$ cat config.mk
export PLATFORM = sky130hd
export DESIGN_NAME = ps2_device_detect_sequencer
export DESIGN_NICKNAME = d
export VERILOG_FILES = /design/src/hdl/psdd_pkg.sv /design/src/hdl/ps2_device_detect_sequencer.sv /design/src/hdl/psdd_front.sv /design/src/hdl/psdd_queue.sv /design/src/hdl/psdd_seq.sv
export SDC_FILE = /design/constraint.sdc
export NUM_CORES = 1
export LEC_CHECK = 0
export ABC_AREA = 1
export BUFFER_PORTS_ARGS = -buffer_cell sky130_fd_sc_hd__buf_2
export CORE_MARGIN = 3
export CORE_UTILIZATION = 40
export CTS_BUF_LIST = sky130_fd_sc_hd__clkbuf_2 sky130_fd_sc_hd__clkbuf_4 sky130_fd_sc_hd__clkbuf_8
export DETAILED_ROUTE_END_ITERATION = 12
export PLACE_DENSITY = 0.64
export SYNTH_ARGS = -nofsm -noshare
export SYNTH_HDL_FRONTEND = slang
export SYNTH_SLANG_ARGS = --single-unit
$ cat constraint.sdc
create_clock -name clk_i -period 6.4 [get_ports clk_i]
set_input_delay 1.28 -clock clk_i [delete_from_list [all_inputs] [get_ports clk_i]]
set_output_delay 1.28 -clock clk_i [all_outputs]
set_load 0.02 [all_outputs]
$ cat src/hdl/psdd_pkg.sv
// Shared types and constants for the PS/2 device detect sequencer.
`timescale 1ns / 1ps
package psdd_pkg;

  typedef enum logic [1:0] {
    OP_START   = 2'd0,
    OP_BYTE    = 2'd1,
    OP_TICK    = 2'd2,
    OP_TX_FAIL = 2'd3
  } op_e;

  typedef enum logic [1:0] {
    KIND_SEND = 2'd0,
    KIND_DONE = 2'd1,
    KIND_PASS = 2'd2
  } kind_e;

  typedef enum logic [1:0] {
    ST_OK        = 2'd0,
    ST_TIMEOUT   = 2'd1,
    ST_BAD_RESET = 2'd2,
    ST_TX_ERROR  = 2'd3
  } stat_e;

  typedef enum logic [2:0] {
    PH_IDLE    = 3'd0,
    PH_RESET   = 3'd1,
    PH_DRAIN   = 3'd2,
    PH_DISABLE = 3'd3,
    PH_IDACK   = 3'd4,
    PH_IDBYTES = 3'd5,
    PH_ENABLE  = 3'd6
  } phase_e;

  localparam logic [2:0] CFG_TIMEOUT  = 3'd0;
  localparam logic [2:0] CFG_RESET    = 3'd1;
  localparam logic [2:0] CFG_DISABLE  = 3'd2;
  localparam logic [2:0] CFG_IDENTIFY = 3'd3;
  localparam logic [2:0] CFG_ENABLE   = 3'd4;

  localparam logic [7:0] RESP_ACK      = 8'hFA;
  localparam logic [7:0] RESP_SELFTEST = 8'hAA;
  localparam logic [7:0] ID_MOUSE_STD  = 8'h00;
  localparam logic [7:0] ID_MOUSE_WHL  = 8'h03;
  localparam logic [7:0] ID_MOUSE_5BTN = 8'h04;

  localparam int unsigned QueueDepth = 2;

  typedef struct packed {
    logic [15:0] timeout_ticks;
    logic [7:0]  reset_cmd;
    logic [7:0]  disable_cmd;
    logic [7:0]  identify_cmd;
    logic [7:0]  enable_cmd;
  } cfg_t;

  typedef struct packed {
    op_e        op;
    logic [7:0] data;
    logic       is_ack;
    logic       is_selftest;
    logic       is_mouse_id;
  } evt_t;

endpackage

$ cat src/hdl/ps2_device_detect_sequencer.sv
// Top level of the PS/2 device detect sequencer.
//
//   channel  | handshake             | payload
//   ---------+-----------------------+-------------------------------------------
//   in       | in_valid_i/in_ready_o | operation_i, data_byte_i
//   out      | out_valid_o/out_ready_i | kind_o, out_byte_o, status_o, device_type_o
//   cfg      | cfg_we_i              | cfg_index_i, cfg_data_i
//
// One event per clock unless a result waits on out_ready_i: a beat is queued when
// accepted; the sequencer pops it and registers its result beat at the output.
// The two-entry event queue holds up to two beats while a result waits on
// out_ready_i; in_ready_o drops while the queue is full.
// Reset empties the queue, idles the sequencer and loads the default commands.
`timescale 1ns / 1ps
module ps2_device_detect_sequencer (
  input  logic        clk_i,
  input  logic        rst_ni,
  input  logic        in_valid_i,
  output logic        in_ready_o,
  input  logic [1:0]  operation_i,
  input  logic [7:0]  data_byte_i,
  output logic        out_valid_o,
  input  logic        out_ready_i,
  output logic [1:0]  kind_o,
  output logic [7:0]  out_byte_o,
  output logic [1:0]  status_o,
  output logic        device_type_o,
  input  logic        cfg_we_i,
  input  logic [2:0]  cfg_index_i,
  input  logic [15:0] cfg_data_i
);
  import psdd_pkg::*;

  cfg_t cfg_q, cfg_d;
  logic q_full;
  logic q_push;
  evt_t q_in_evt;
  logic q_pop;
  logic q_valid;
  evt_t q_out_evt;

  always_comb begin
    cfg_d = cfg_q;
    if (cfg_we_i) begin
      unique case (cfg_index_i)
        CFG_TIMEOUT:  cfg_d.timeout_ticks = cfg_data_i;
        CFG_RESET:    cfg_d.reset_cmd     = cfg_data_i[7:0];
        CFG_DISABLE:  cfg_d.disable_cmd   = cfg_data_i[7:0];
        CFG_IDENTIFY: cfg_d.identify_cmd  = cfg_data_i[7:0];
        CFG_ENABLE:   cfg_d.enable_cmd    = cfg_data_i[7:0];
        default: ;
      endcase
    end
  end

  always_ff @(posedge clk_i or negedge rst_ni) begin
    if (!rst_ni) begin
      cfg_q.timeout_ticks <= 16'd1000;
      cfg_q.reset_cmd     <= 8'hFF;
      cfg_q.disable_cmd   <= 8'hF5;
      cfg_q.identify_cmd  <= 8'hF2;
      cfg_q.enable_cmd    <= 8'hF4;
    end else begin
      cfg_q <= cfg_d;
    end
  end

  psdd_front u_front (
    .in_valid_i  (in_valid_i),
    .in_ready_o  (in_ready_o),
    .operation_i (operation_i),
    .data_byte_i (data_byte_i),
    .q_full_i    (q_full),
    .q_push_o    (q_push),
    .q_evt_o     (q_in_evt)
  );

  psdd_queue u_queue (
    .clk_i      (clk_i),
    .rst_ni     (rst_ni),
    .push_i     (q_push),
    .push_evt_i (q_in_evt),
    .full_o     (q_full),
    .pop_i      (q_pop),
    .valid_o    (q_valid),
    .pop_evt_o  (q_out_evt)
  );

  psdd_seq u_seq (
    .clk_i         (clk_i),
    .rst_ni        (rst_ni),
    .cfg_i         (cfg_q),
    .evt_valid_i   (q_valid),
    .evt_i         (q_out_evt),
    .evt_pop_o     (q_pop),
    .out_valid_o   (out_valid_o),
    .out_ready_i   (out_ready_i),
    .kind_o        (kind_o),
    .out_byte_o    (out_byte_o),
    .status_o      (status_o),
    .device_type_o (device_type_o)
  );

endmodule

$ cat src/hdl/psdd_front.sv
// Front end: takes input beats and decodes them into classified events.
`timescale 1ns / 1ps
module psdd_front (
  input  logic              in_valid_i,
  output logic              in_ready_o,
  input  logic [1:0]        operation_i,
  input  logic [7:0]        data_byte_i,
  input  logic              q_full_i,
  output logic              q_push_o,
  output psdd_pkg::evt_t    q_evt_o
);
  import psdd_pkg::*;

  assign in_ready_o = ~q_full_i;
  assign q_push_o   = in_valid_i & ~q_full_i;

  always_comb begin
    q_evt_o.op          = op_e'(operation_i);
    q_evt_o.data        = data_byte_i;
    q_evt_o.is_ack      = (data_byte_i == RESP_ACK);
    q_evt_o.is_selftest = (data_byte_i == RESP_SELFTEST);
    q_evt_o.is_mouse_id = (data_byte_i == ID_MOUSE_STD) || (data_byte_i == ID_MOUSE_WHL) ||
                          (data_byte_i == ID_MOUSE_5BTN);
  end

endmodule

$ cat src/hdl/psdd_queue.sv
// Short event queue between the front end and the sequencer.
`timescale 1ns / 1ps
module psdd_queue (
  input  logic           clk_i,
  input  logic           rst_ni,
  input  logic           push_i,
  input  psdd_pkg::evt_t push_evt_i,
  output logic           full_o,
  input  logic           pop_i,
  output logic           valid_o,
  output psdd_pkg::evt_t pop_evt_o
);
  import psdd_pkg::*;

  localparam int unsigned PtrW = (QueueDepth > 1) ? $clog2(QueueDepth) : 1;
  localparam int unsigned CntW = $clog2(QueueDepth + 1);

  evt_t            mem_q [QueueDepth];
  logic [PtrW-1:0] wr_ptr_q, wr_ptr_d;
  logic [PtrW-1:0] rd_ptr_q, rd_ptr_d;
  logic [CntW-1:0] cnt_q, cnt_d;

  assign full_o    = (cnt_q == CntW'(QueueDepth));
  assign valid_o   = (cnt_q != '0);
  assign pop_evt_o = mem_q[rd_ptr_q];

  function automatic logic [PtrW-1:0] ptr_inc(input logic [PtrW-1:0] p);
    if (p == PtrW'(QueueDepth - 1)) begin
      return '0;
    end
    return p + PtrW'(1);
  endfunction

  always_comb begin
    wr_ptr_d = push_i ? ptr_inc(wr_ptr_q) : wr_ptr_q;
    rd_ptr_d = pop_i ? ptr_inc(rd_ptr_q) : rd_ptr_q;
    cnt_d    = cnt_q + CntW'(push_i) - CntW'(pop_i);
  end

  always_ff @(posedge clk_i) begin
    if (push_i) begin
      mem_q[wr_ptr_q] <= push_evt_i;
    end
  end

  always_ff @(posedge clk_i or negedge rst_ni) begin
    if (!rst_ni) begin
      wr_ptr_q <= '0;
      rd_ptr_q <= '0;
      cnt_q    <= '0;
    end else begin
      wr_ptr_q <= wr_ptr_d;
      rd_ptr_q <= rd_ptr_d;
      cnt_q    <= cnt_d;
    end
  end

endmodule

$ cat src/hdl/psdd_seq.sv
// Back end: bring-up state machine and registered result beat.
`timescale 1ns / 1ps
module psdd_seq (
  input  logic           clk_i,
  input  logic           rst_ni,
  input  psdd_pkg::cfg_t cfg_i,
  input  logic           evt_valid_i,
  input  psdd_pkg::evt_t evt_i,
  output logic           evt_pop_o,
  output logic           out_valid_o,
  input  logic           out_ready_i,
  output logic [1:0]     kind_o,
  output logic [7:0]     out_byte_o,
  output logic [1:0]     status_o,
  output logic           device_type_o
);
  import psdd_pkg::*;

  phase_e      phase_q, phase_d;
  logic [15:0] tick_q, tick_d;
  logic [1:0]  reply_q, reply_d;
  logic        ack_seen_q, ack_seen_d;
  logic        st_seen_q, st_seen_d;
  logic        first_mouse_q, first_mouse_d;
  stat_e       pend_q, pend_d;
  logic        found_q, found_d;

  logic        out_valid_q, out_valid_d;
  kind_e       kind_q, kind_d;
  logic [7:0]  byte_q, byte_d;
  stat_e       stat_q, stat_d;
  logic        type_q, type_d;

  logic        pop;
  logic [15:0] limit;
  logic [15:0] tick_inc;
  logic        expired;
  logic        fin;
  stat_e       fin_st;
  logic        go_en;
  stat_e       go_st;
  logic        send;
  logic [7:0]  send_byte;
  logic        pass;
  logic [1:0]  reply_inc;

  assign pop       = evt_valid_i & (~out_valid_q | out_ready_i);
  assign evt_pop_o = pop;

  assign limit     = (cfg_i.timeout_ticks == '0) ? 16'd1 : cfg_i.timeout_ticks;
  assign tick_inc  = (tick_q != 16'hFFFF) ? tick_q + 16'd1 : tick_q;
  assign expired   = (tick_inc >= limit);
  assign reply_inc = reply_q + 2'd1;

  always_comb begin
    phase_d       = phase_q;
    tick_d        = tick_q;
    reply_d       = reply_q;
    ack_seen_d    = ack_seen_q;
    st_seen_d     = st_seen_q;
    first_mouse_d = first_mouse_q;
    pend_d        = pend_q;
    found_d       = found_q;
    fin           = 1'b0;
    fin_st        = ST_OK;
    go_en         = 1'b0;
    go_st         = ST_OK;
    send          = 1'b0;
    send_byte     = '0;
    pass          = 1'b0;

    if (pop) begin
      unique case (phase_q)
        PH_RESET: begin
          priority case (evt_i.op)
            OP_BYTE: begin
              tick_d = '0;
              if (evt_i.is_ack && ack_seen_q) begin
                fin    = 1'b1;
                fin_st = ST_BAD_RESET;
              end else if (evt_i.is_selftest && st_seen_q) begin
                fin    = 1'b1;
                fin_st = ST_BAD_RESET;
              end else begin
                if (evt_i.is_ack) ack_seen_d = 1'b1;
                if (evt_i.is_selftest) st_seen_d = 1'b1;
                reply_d = reply_inc;
                if (reply_inc >= 2'd2) begin
                  phase_d = PH_DRAIN;
                  reply_d = '0;
                end
              end
            end
            OP_TICK: begin
              tick_d = tick_inc;
              if (expired) begin
                fin    = 1'b1;
                fin_st = ST_TIMEOUT;
              end
            end
            OP_TX_FAIL: begin
              fin    = 1'b1;
              fin_st = ST_TX_ERROR;
            end
            default: ;
          endcase
        end
        PH_DRAIN: begin
          if (evt_i.op == OP_BYTE) begin
            tick_d = '0;
          end else if (evt_i.op == OP_TICK) begin
            tick_d = tick_inc;
            if (expired) begin
              phase_d   = PH_DISABLE;
              tick_d    = '0;
              send      = 1'b1;
              send_byte = cfg_i.disable_cmd;
            end
          end
        end
        PH_DISABLE: begin
          priority case (evt_i.op)
            OP_BYTE: begin
              found_d = 1'b0;
              if (evt_i.is_ack) begin
                phase_d   = PH_IDACK;
                tick_d    = '0;
                send      = 1'b1;
                send_byte = cfg_i.identify_cmd;
              end else begin
                go_en = 1'b1;
                go_st = ST_OK;
              end
            end
            OP_TICK: begin
              tick_d = tick_inc;
              if (expired) begin
                go_en = 1'b1;
                go_st = ST_TIMEOUT;
              end
            end
            OP_TX_FAIL: begin
              go_en = 1'b1;
              go_st = ST_TX_ERROR;
            end
            default: ;
          endcase
        end
        PH_IDACK: begin
          if (evt_i.op == OP_TICK) begin
            tick_d = tick_inc;
          end
          if (evt_i.op == OP_BYTE || evt_i.op == OP_TX_FAIL ||
              (evt_i.op == OP_TICK && expired)) begin
            phase_d = PH_IDBYTES;
            reply_d = '0;
            tick_d  = '0;
          end
        end
        PH_IDBYTES: begin
          if (evt_i.op == OP_BYTE) begin
            tick_d = '0;
            if (reply_q == 2'd0) begin
              first_mouse_d = evt_i.is_mouse_id;
              reply_d       = 2'd1;
            end else begin
              reply_d = 2'd2;
              found_d = 1'b0;
              go_en   = 1'b1;
              go_st   = ST_OK;
            end
          end else if (evt_i.op == OP_TICK) begin
            tick_d = tick_inc;
            if (expired) begin
              found_d = (reply_q == 2'd1) && first_mouse_q;
              go_en   = 1'b1;
              go_st   = ST_OK;
            end
          end
        end
        PH_ENABLE: begin
          if (evt_i.op == OP_TICK) begin
            tick_d = tick_inc;
          end
          if (evt_i.op == OP_BYTE || evt_i.op == OP_TX_FAIL ||
              (evt_i.op == OP_TICK && expired)) begin
            fin    = 1'b1;
            fin_st = pend_q;
          end
        end
        default: begin
          phase_d = PH_IDLE;
          if (evt_i.op == OP_START) begin
            phase_d       = PH_RESET;
            tick_d        = '0;
            reply_d       = '0;
            ack_seen_d    = 1'b0;
            st_seen_d     = 1'b0;
            first_mouse_d = 1'b0;
            pend_d        = ST_OK;
            found_d       = 1'b0;
            send          = 1'b1;
            send_byte     = cfg_i.reset_cmd;
          end else if (evt_i.op == OP_BYTE) begin
            pass = 1'b1;
          end
        end
      endcase

      if (go_en) begin
        pend_d    = go_st;
        phase_d   = PH_ENABLE;
        tick_d    = '0;
        send      = 1'b1;
        send_byte = cfg_i.enable_cmd;
      end
      if (fin) begin
        phase_d = PH_IDLE;
        tick_d  = '0;
      end
    end
  end

  always_comb begin
    out_valid_d = out_valid_q & ~out_ready_i;
    kind_d      = kind_q;
    byte_d      = byte_q;
    stat_d      = stat_q;
    type_d      = type_q;
    if (send || fin || pass) begin
      out_valid_d = 1'b1;
      stat_d      = ST_OK;
      type_d      = 1'b0;
      if (fin) begin
        kind_d = KIND_DONE;
        byte_d = '0;
        stat_d = fin_st;
        type_d = (fin_st == ST_OK) ? found_q : 1'b0;
      end else if (pass) begin
        kind_d = KIND_PASS;
        byte_d = evt_i.data;
      end else begin
        kind_d = KIND_SEND;
        byte_d = send_byte;
      end
    end
  end

  always_ff @(posedge clk_i or negedge rst_ni) begin
    if (!rst_ni) begin
      phase_q       <= PH_IDLE;
      tick_q        <= '0;
      reply_q       <= '0;
      ack_seen_q    <= 1'b0;
      st_seen_q     <= 1'b0;
      first_mouse_q <= 1'b0;
      pend_q        <= ST_OK;
      found_q       <= 1'b0;
      out_valid_q   <= 1'b0;
    end else begin
      phase_q       <= phase_d;
      tick_q        <= tick_d;
      reply_q       <= reply_d;
      ack_seen_q    <= ack_seen_d;
      st_seen_q     <= st_seen_d;
      first_mouse_q <= first_mouse_d;
      pend_q        <= pend_d;
      found_q       <= found_d;
      out_valid_q   <= out_valid_d;
    end
  end

  always_ff @(posedge clk_i) begin
    kind_q <= kind_d;
    byte_q <= byte_d;
    stat_q <= stat_d;
    type_q <= type_d;
  end

  assign out_valid_o   = out_valid_q;
  assign kind_o        = kind_q;
  assign out_byte_o    = byte_q;
  assign status_o      = stat_q;
  assign device_type_o = type_q;

endmodule

==> reports/results.env, run 1 <==
STATUS='finished clean'
VIAS_IN_THE_FIRST_GLOBAL_ROUTE=6355
POWER_SWITCHING_W=0.00163
PLACE_WORST_SETUP_SLACK_NS=1.93
REPORT.FINAL.HOLD_VIOL_COUNT=0
AREA_DELTA_SYNTH_FINAL_PCT=9.71
CTSLONGESTPATHBUFFERS=2
HOLD_PATH_CLASS='register to register'
FLOORPLAN.ROWS=49
SLEW-LIMIT-HEADROOM_PCT=18.4
SEQ_AREA_UM2=3210
SETUP_CLOCK_SKEW_AFTER_LAYOUT_NS=0.0182
DETAILEDPLACEMENTHPWL_MM=14.4
TIMING.CRITICAL_PATH.REQUIRED_NS=6.74
NUMCTSBUFFERS=17
PORT-BUFFER-COUNT=48
GRT_REMAINING_OVERFLOW=0
CRITICAL_PATH.STARTPOINT_TYPE='register'
WORSTMARGINPINSLEW_NS=1.22
PERIOD_MINUS_SLACK_NS=4.51
TOTAL_PLACED_INSTANCE_AREA_UM2=8000
FLOP_TO_FLOP_SETUP_SLACK_NS=1.89
SYNTH-ADDER-AREA-SHARE_PCT=3.59
FINAL-MAX-SLEW-VIOLATION-COUNT=0
VIAS=6857
FF2FF_PATH_DEPTH=20
ANTENNA_FOUND_INITIAL=0
MUXSHAREOFSYNTHAREA_PCT=0
DRT.ANTENNA.VIOLATING_NETS=0
CTS_HTREE_LEVELS=4
YOSYSTOPAREACELLSHARE_PCT=16.3
ASYNC_SET_RESET_FLOP_SHARE_OUT_OF_SYNTHESIS_PCT=67.2
SLOWEST_STAGE_CELL_ON_THE_CRITICAL_PATH='sky130_fd_sc_hd__a21oi_2'
REG2REG_TO='u_seq.tick_q[14]'
NUMBER_OF_DRC_MARKERS_IN_ITERATION_0=520
FINALCRITPERIODSHARE_PCT=70.4
TIMING.HOLD.WORST_PATH_DEPTH=2
COMPOUND_CELL_AREA_SHARE_OF_THE_YOSYS_NETLIST_PCT=8.46
COMB_POWER_SHARE_PCT=45.0
FMAX_GHz=0.222
POST-ROUTE-CELL-AREA_UM2=8410
CP_CELL_SEQUENCE='ha_1, nand2_2, nor2_4, nand2_4, nor2_8, inv_4, nand2_1, ha_1, a21oi_1, o21ai_1, a21oi_1, nand2_2, nand2_4, nand3_2, a21oi_2, nand3_2, nand2_4, inv_2, nand2_1, nand2_1'
LARGEST_FAMILY_OF_LOGIC_CELLS_BY_SYNTHESIZED_AREA='simple AND/OR/NAND/NOR gates'
SYNTH_EDF_COUNT=39
SETUP.WORST_PATH.CLASS='register to register'
SYNTH.YOSYS.SEQ_AREA_SHARE_PCT=41.9
POST_LAYOUT_NONFILLER_INSTANCES=1292
HOLD_PATH_END='cfg_q[0]'
CLKTRANSATPATHREGS_NS=0.07
CTS-RESIZED-GATES=0
SYN_INST=1018
GRT_MAX_DEGREE=81
INT_PWR_W=0.00184
WORSTSKEWPAIRLATENCY_NS=0.46
CRIT_FANOUT=28
UNREPAIRED_SETUP_ENDPOINTS_AFTER_GLOBAL_ROUTING='no'
POSTSYNTHREGISTERBITS=119
CELL_TYPES_WITH_THE_LARGEST_AREA_SHARE_AFTER_SYNTHESIS='sky130_fd_sc_hd__dfrtp_1 16%, sky130_fd_sc_hd__edfxtp_1 15%, sky130_fd_sc_hd__nand2_1 14%'
DRT_PRE_ANTENNA_ITERS=5
SYNTH-XOR-AREA-SHARE_PCT=0.686
PROPORTION_OF_LAYOUT_CELLS_WITH_A_DRIVE_SUFFIX_ABOVE_1_PCT=16.1
CLOCKPOWERSHARE_PCT=21.0
CRITICAL-PATH-TOP-DELAY-FAMILY='simple AND/OR/NAND/NOR gates'
GRT_FIRST_PASS_WIRELENGTH_MM=33.0
FIN_TNS_SETUP_NS=0
YS_TYPES=45
TRITONCTS='built'
SYNTH_AREA_UM2=7660
POSTCTSSETUPREPAIRBUFS=0
CRITPATHARRIVALTIME_NS=4.85
N_ANTENNA_CELL=0
CTS.ROOT.BUFFER_CELL='sky130_fd_sc_hd__clkbuf_8'
P_SW_SHARE_PCT=47.0
DIE_W_UM=144
TIMING.RR.START='u_seq.tick_q[0]'
SETUP.WORST_PATH.END_CLASS='register'
MULTIINPUTGATEAREA_UM2=3750
NNETSFINAL=1106
SETUP-VIOLATIONS-FINAL=0
VIA_PER_INST=5.31
YOSYS_WARNINGS=0
HOLD_PATH_STARTPOINT='cfg_q[0]'
SYNTH_TOP_AREA_CELL='sky130_fd_sc_hd__dfrtp_1'
VDD_IR_DROP_MAX_uV=228
SYNTHESIS.NETS=1074
POWER.SEQUENTIAL.FRACTION_PCT=34.1
DIE_HEIGHT_UM=144
DRT_DRC=0
TOTAL_LEAKAGE_POWER_nW=4.05
POSTSYNTH.TOPFLOPCELL='sky130_fd_sc_hd__dfrtp_1'
DIE-AREA_UM2=20900
SYN_AREA_CELL_UM2=7.53
GR-USAGE-ALL-LAYERS_PCT=19.9
CPPEAKSTAGEDELAY_NS=0.82
PLACE_INST=1260
INITIAL_UTILIZATION_PCT=41.7
NUMBER_OF_CLOCK_SINKS_SEEN_BY_CTS=119
GP_ROUTABILITY_CONGESTION=0.932
AVGROUTEDWIREPERCELL_UM=15.6
IO_PINS=49
CRITICAL_PATH_BUF_INV_COUNT=2
SYNTH_SIMPLE_GATE_AREA_SHARE_PCT=36.2
MAX_CAP_VIOL_COUNT=0
CTS-HOLD-FIX-BUFFERS=0
FLOORPLAN.CORE_AREA_UM2=18400
SETUP_SLACK_NS=1.89
FINAL.FILL_COUNT=1879
POWER.DENSITY_CELL_AREA_nW_PER_UM2=413
ROUTED_WIRE_LENGTH_MM=20.2
cell type report:
cell class | instances | share of cell area (%)
clock buffer | 18 | 2.95
timing repair buffer | 51 | 3.15
inverter | 128 | 5.77
clock inverter | 14 | 1.92
multi-input combinational | 733 | 44.6
sequential | 119 | 38.2
tap | 229 | 3.41
worst max path at each step:
stage	slack [ns]	end	startpoint	cells after the start
2_1_floorplan	2.76	u_seq.device_type_o	u_seq.tick_q[1]	21
3_3_place_gp	2.10	u_seq.out_byte_o[6]	u_seq.tick_q[0]	18
3_5_place_dp	1.93	u_seq.out_byte_o[5]	u_seq.tick_q[0]	18
4_1_cts	1.93	u_seq.out_byte_o[7]	u_seq.tick_q[0]	18
5_1_grt	1.51	u_seq.status_o[1]	u_seq.tick_q[0]	18
6_report	1.89	u_seq.tick_q[14]	u_seq.tick_q[0]	20
registers in the layout, indices dropped and copies added (netlist names), 2 cells and up:
register,count
cfg_q,48
u_queue.mem_q,26
u_seq.tick_q,16
u_seq.out_byte_o,8
u_seq.phase_q,3
u_queue.cnt_q,2
u_seq.kind_o,2
u_seq.pend_q,2
u_seq.reply_q,2
u_seq.status_o,2
worst min-delay path, cell delays in order, from the launching register on:
cell and delay [ns]:
sky130_fd_sc_hd__dfrtp_1 0.35, sky130_fd_sc_hd__nand2_1 0.05, sky130_fd_sc_hd__o21ai_0 0.06
per-layer routing:
layer	share of wire, %	wire (µm)	track usage, %
met1	46	9280	29.2
met2	45	9150	30.4
met3	6.6	1330	2.84
met4	2.0	395	6.38
met5	0	0	0
placed cells by master, fill, tap and decap left out, types with 4 or more instances in the layout:
master | Yosys | layout
sky130_fd_sc_hd__buf_2 | 11 | 47
sky130_fd_sc_hd__nor2_1 | 67 | 67
sky130_fd_sc_hd__inv_6 | 0 | 7
sky130_fd_sc_hd__clkinv_1 | 6 | 6
sky130_fd_sc_hd__nand3_1 | 99 | 99
sky130_fd_sc_hd__nand4_1 | 70 | 70
sky130_fd_sc_hd__o21ai_1 | 16 | 16
sky130_fd_sc_hd__dfrtp_1 | 50 | 50
sky130_fd_sc_hd__o21ai_0 | 56 | 56
sky130_fd_sc_hd__edfxtp_1 | 39 | 39
sky130_fd_sc_hd__buf_4 | 3 | 4
sky130_fd_sc_hd__or2_0 | 5 | 5
sky130_fd_sc_hd__inv_1 | 110 | 110
sky130_fd_sc_hd__o211ai_1 | 8 | 8
sky130_fd_sc_hd__nand2_4 | 10 | 10
sky130_fd_sc_hd__a21oi_1 | 22 | 22
sky130_fd_sc_hd__nand2_2 | 12 | 12
sky130_fd_sc_hd__dfstp_2 | 30 | 30
sky130_fd_sc_hd__nor3_1 | 8 | 8
sky130_fd_sc_hd__nand2_1 | 286 | 286
sky130_fd_sc_hd__nor4_1 | 8 | 8
sky130_fd_sc_hd__or2_2 | 11 | 11
sky130_fd_sc_hd__ha_1 | 22 | 22
sky130_fd_sc_hd__o2111ai_1 | 4 | 4
sky130_fd_sc_hd__inv_2 | 10 | 10
sky130_fd_sc_hd__clkbuf_8 | 0 | 18
power groups by stage:
stage | Sequential [W] | Clock [W] | Combinational, W
floorplan | 0.00120 | 0 | 0.00117
global placement | 0.00119 | 0 | 0.00153
detailed placement | 0.00120 | 0 | 0.00154
CTS | 0.00118 | 0.000731 | 0.00155
global route | 0.00121 | 0.000770 | 0.00177
finish | 0.00118 | 0.000728 | 0.00156
per-stage QoR:
| stage | utilization (%) | hold WS [ns] | total power [W] |
|---|---|---|---|
| final | 45.7 | 0.492 | 0.00347 |
| after global routing | 45.7 | 0.509 | 0.00374 |
| after CTS | 45.7 | 0.487 | 0.00346 |
| after detailed placement | 43.5 | 0.469 | 0.00274 |
| after global placement | 43.5 | 0.462 | 0.00272 |
| after floorplan | - | 0.446 | 0.00237 |
synth_stat cells, types with 3 or more instances:
library cell and number:
sky130_fd_sc_hd__o211ai_1 8, sky130_fd_sc_hd__o21ai_1 16, sky130_fd_sc_hd__nand2_4 10, sky130_fd_sc_hd__edfxtp_1 39
sky130_fd_sc_hd__or2_0 5, sky130_fd_sc_hd__nand2_2 12, sky130_fd_sc_hd__dfstp_2 30, sky130_fd_sc_hd__nand3b_1 3
sky130_fd_sc_hd__xor2_1 3, sky130_fd_sc_hd__nor2_2 3, sky130_fd_sc_hd__nand3_1 99, sky130_fd_sc_hd__nor4_1 8
sky130_fd_sc_hd__nand2_1 286, sky130_fd_sc_hd__dfrtp_1 50, sky130_fd_sc_hd__o2111ai_1 4, sky130_fd_sc_hd__inv_1 110
sky130_fd_sc_hd__clkbuf_1 18, sky130_fd_sc_hd__clkinv_1 6, sky130_fd_sc_hd__nand4_1 70, sky130_fd_sc_hd__or2_2 11
sky130_fd_sc_hd__nor2_1 67, sky130_fd_sc_hd__ha_1 22, sky130_fd_sc_hd__inv_2 10, sky130_fd_sc_hd__o21ai_0 56
sky130_fd_sc_hd__xnor2_1 3, sky130_fd_sc_hd__buf_2 11, sky130_fd_sc_hd__buf_6 5, sky130_fd_sc_hd__buf_4 3
sky130_fd_sc_hd__nor3_1 8, sky130_fd_sc_hd__a21oi_1 22
kinds of logic (layout without fill, tap and decap cells):
group | after synthesis | count (layout)
XOR/XNOR | 6 | 6
flip-flops | 119 | 119
buffers and inverters | 166 | 211
AO/OA/AOI/OAI | 115 | 115
adder cells (fa/ha/maj) | 22 | 22
AND/OR/NAND/NOR | 590 | 590
(Power assumes the default switching activity.)
==> run 2, diff against run 1 <==
ABC_AREA = 0   (was 1)
PLACE_DENSITY = 0.67   (was 0.64)
clock period = 3.6 ns   (was 6.4 ns; I/O delays follow)
==> reports/results.env, run 2 <==
STATUS='finished with violations'
VIOLATIONS='setup timing'
REG2REG_TO='u_seq.device_type_o'
FLOORPLAN.ROWS=45
SETUP.WORST_PATH.END_CLASS='register'
FLOORPLAN.CORE_AREA_UM2=15400
NUMBER_OF_CLOCK_SINKS_SEEN_BY_CTS=119
POSTSYNTH.TOPFLOPCELL='sky130_fd_sc_hd__dfrtp_1'
LAYOUT_COMMON_CELLS='68 x sky130_fd_sc_hd__buf_4, 51 x sky130_fd_sc_hd__nand2_1, 50 x sky130_fd_sc_hd__dfrtp_1'
TOTAL_LEAKAGE_POWER_nW=3.44
SETUP_SLACK_NS=-0.125
HOLD_PATH_CLASS='primary input to asynchronous set/reset pin'
FLOP_TO_FLOP_SETUP_SLACK_NS=-0.13
WORSTSKEWPAIRLATENCY_NS=0.44
CLKTRANSATPATHREGS_NS=0.07
IO_PINS=49
DRT.ANTENNA.VIOLATING_NETS=0
WORSTMARGINPINSLEW_NS=1.04
SLEW-LIMIT-HEADROOM_PCT=30.8
CELL_TYPES_WITH_THE_LARGEST_AREA_SHARE_AFTER_SYNTHESIS='sky130_fd_sc_hd__dfrtp_1 20%, sky130_fd_sc_hd__edfxtp_1 18%, sky130_fd_sc_hd__dfstp_2 12%'
ROUTED_WIRE_LENGTH_MM=16.5
AVGROUTEDWIREPERCELL_UM=18.0
POSTSYNTHREGISTERBITS=119
POWER.DENSITY_CELL_AREA_nW_PER_UM2=708
YOSYSTOPAREACELLSHARE_PCT=19.7
INITIAL_UTILIZATION_PCT=41.4
PORT-BUFFER-COUNT=48
FINAL-MAX-SLEW-VIOLATION-COUNT=0
CTSLONGESTPATHBUFFERS=2
SETUP_CLOCK_SKEW_AFTER_LAYOUT_NS=0.0118
SYN_AREA_CELL_UM2=11.2
SYNTH_TOP_AREA_CELL='sky130_fd_sc_hd__dfrtp_1'
DRT_DRC=0
YOSYS_WARNINGS=0
FINAL_COMMON_CELL='sky130_fd_sc_hd__buf_4'
FIN_TNS_SETUP_NS=-3.96
SYNTH.YOSYS.SEQ_AREA_SHARE_PCT=50.4
PLACE_INST=857
CRITPATHARRIVALTIME_NS=3.93
FINISH.UTILIZATION_PCT=53.1
PROPORTION_OF_LAYOUT_CELLS_WITH_A_DRIVE_SUFFIX_ABOVE_1_PCT=42.2
LARGESTREGISTERS='cfg_q: 48 flops, u_queue.mem_q: 26 flops, u_seq.tick_q: 16 flops'
UNREPAIRED_SETUP_ENDPOINTS_AFTER_GLOBAL_ROUTING='yes'
SETUP-VIOLATIONS-FINAL=45
VIA_PER_INST=5.59
SETUP.WORST_PATH.CLASS='register to register'
DRT_PRE_ANTENNA_ITERS=5
MAX_CAP_VIOL_COUNT=0
POST_LAYOUT_NONFILLER_INSTANCES=917
VIAS=5124
DIE_HEIGHT_UM=132
TIMING.RR.START='u_seq.tick_q[3]'
CTS_HTREE_LEVELS=4
N_ANTENNA_CELL=0
CRITICAL_PATH.STARTPOINT_TYPE='register'
TRITONCTS='built'
CRIT_FANOUT=13
TIMING.HOLD.WS_NS=0.459
SYNTH_AREA_UM2=6370
REPORT.FINAL.HOLD_VIOL_COUNT=0
SYNTHESIS.NETS=625
YS_TYPES=77
DIE_W_UM=132
PERIOD_MINUS_SLACK_NS=3.73
GR-USAGE-ALL-LAYERS_PCT=18.5
GRT_REMAINING_OVERFLOW=0
TIMING.CRITICAL_PATH.REQUIRED_NS=3.81
NNETSFINAL=749
DIE-AREA_UM2=17500
GRT_FIRST_PASS_WIRELENGTH_MM=26.1
VDD_IR_DROP_MAX_uV=382
GRT_MAX_DEGREE=81
AREA_DELTA_SYNTH_FINAL_PCT=28.1
GP_ROUTABILITY_CONGESTION=0.912
LARGEST-REGISTER='cfg_q'
CTS.ROOT.BUFFER_CELL='sky130_fd_sc_hd__clkbuf_8'
LARGEST_REGISTER_FF_COUNT=48
SYN_INST=569
NUMBER_OF_DRC_MARKERS_IN_ITERATION_0=298
ANTENNA_FOUND_INITIAL=0
FINALCRITPERIODSHARE_PCT=103
ASYNC_SET_RESET_FLOP_SHARE_OUT_OF_SYNTHESIS_PCT=67.2
VIAS_IN_THE_FIRST_GLOBAL_ROUTE=5127
TOP_CELLS_BY_INSTANCE_COUNT_AFTER_SYNTHESIS='56 x sky130_fd_sc_hd__nand2_1, 50 x sky130_fd_sc_hd__dfrtp_1, 39 x sky130_fd_sc_hd__edfxtp_1'
DETAILEDPLACEMENTHPWL_MM=11.3
FINAL.FILL_COUNT=1289
SYNTH_EDF_COUNT=39
SYNTH_MOST_COMMON_CELL='sky130_fd_sc_hd__nand2_1'
FF2FF_PATH_DEPTH=17
FMAX_GHz=0.268
NUMCTSBUFFERS=17
## run 2: cell families after synthesis
kind of cell,share of synthesized area (%)
AND/OR/NAND/NOR,14.1
AO/OA/AOI/OAI,16.1
flip-flops,50.4
multiplexers,9.89
buffers and inverters,3.62
adder cells (fa/ha/maj),4.32
XOR/XNOR,1.51
## run 2: what timing repair did
action	4_1_cts	5_1_grt
setup buffers	23	7
cloned	0	1
pin swaps	26	19
resized for setup	12	39
hold buffers	0	0
setup endpoints to repair	45	49
## run 2: worst max-delay path by stage
stage,cells past startpoint,startpoint,end
after floorplan,16,u_seq.tick_q[0],u_seq.device_type_o
after global placement,17,u_seq.tick_q[1],u_seq.out_byte_o[7]
after detailed placement,17,u_seq.tick_q[1],u_seq.out_byte_o[6]
after CTS,17,u_seq.tick_q[5],u_seq.device_type_o
after global routing,16,u_seq.tick_q[6],u_seq.phase_q[1]
final,17,u_seq.tick_q[3],u_seq.device_type_o
## run 2: cell type report
class,count,area (µm²),share of cell area (%)
well taps,211,264,3.24
inverters,29,109,1.33
clock inverters,14,104,1.27
repair buffers,130,955,11.7
clock buffers,18,241,2.96
multi-input cells,396,3270,40.1
flip-flops and latches,119,3210,39.4
## run 2: metrics by stage
stage | cell area, µm² | setup slack (ns) | power [W]
5_1_grt | 8160 | -0.341 | 0.00610
6_report | 8160 | -0.125 | 0.00578
3_3_place_gp | 7310 | -0.210 | 0.00433
3_5_place_dp | 7310 | -0.216 | 0.00440
4_1_cts | 7900 | -0.00977 | 0.00556
2_1_floorplan | 6510 | -0.0648 | 0.00364
## run 2: routing by layer
layer / wire length, µm / GRT usage (%) / share of wire (%)
met2: 8370 / 30.8 / 51
met1: 6930 / 23.8 / 42
met3: 866 / 3.85 / 5.2
met4: 329 / 7.35 / 2.0
met5: 0 / 0 / 0
## run 2: worst max-delay path, stage by stage (launching register included)
cell	delay, ns
sky130_fd_sc_hd__dfrtp_1	0.36
sky130_fd_sc_hd__nand4_1	0.24
sky130_fd_sc_hd__nor4_2	0.38
sky130_fd_sc_hd__nand2b_1	0.12
sky130_fd_sc_hd__buf_6	0.17
sky130_fd_sc_hd__nand2_4	0.07
sky130_fd_sc_hd__nor2_1	0.05
sky130_fd_sc_hd__xor2_1	0.28
sky130_fd_sc_hd__ha_1	0.31
sky130_fd_sc_hd__nand2_2	0.12
sky130_fd_sc_hd__nor3_2	0.07
sky130_fd_sc_hd__nor4_4	0.29
sky130_fd_sc_hd__nand4_2	0.21
sky130_fd_sc_hd__buf_6	0.17
sky130_fd_sc_hd__and3_4	0.16
sky130_fd_sc_hd__nor4_4	0.22
sky130_fd_sc_hd__o21ai_4	0.09
sky130_fd_sc_hd__buf_12	0.17
## run 2: power breakdown
part           switching, W  internal (W)
clock              0.000576      0.000486
combinational       0.00146       0.00114
sequential         0.000275       0.00184
total               0.00231       0.00347
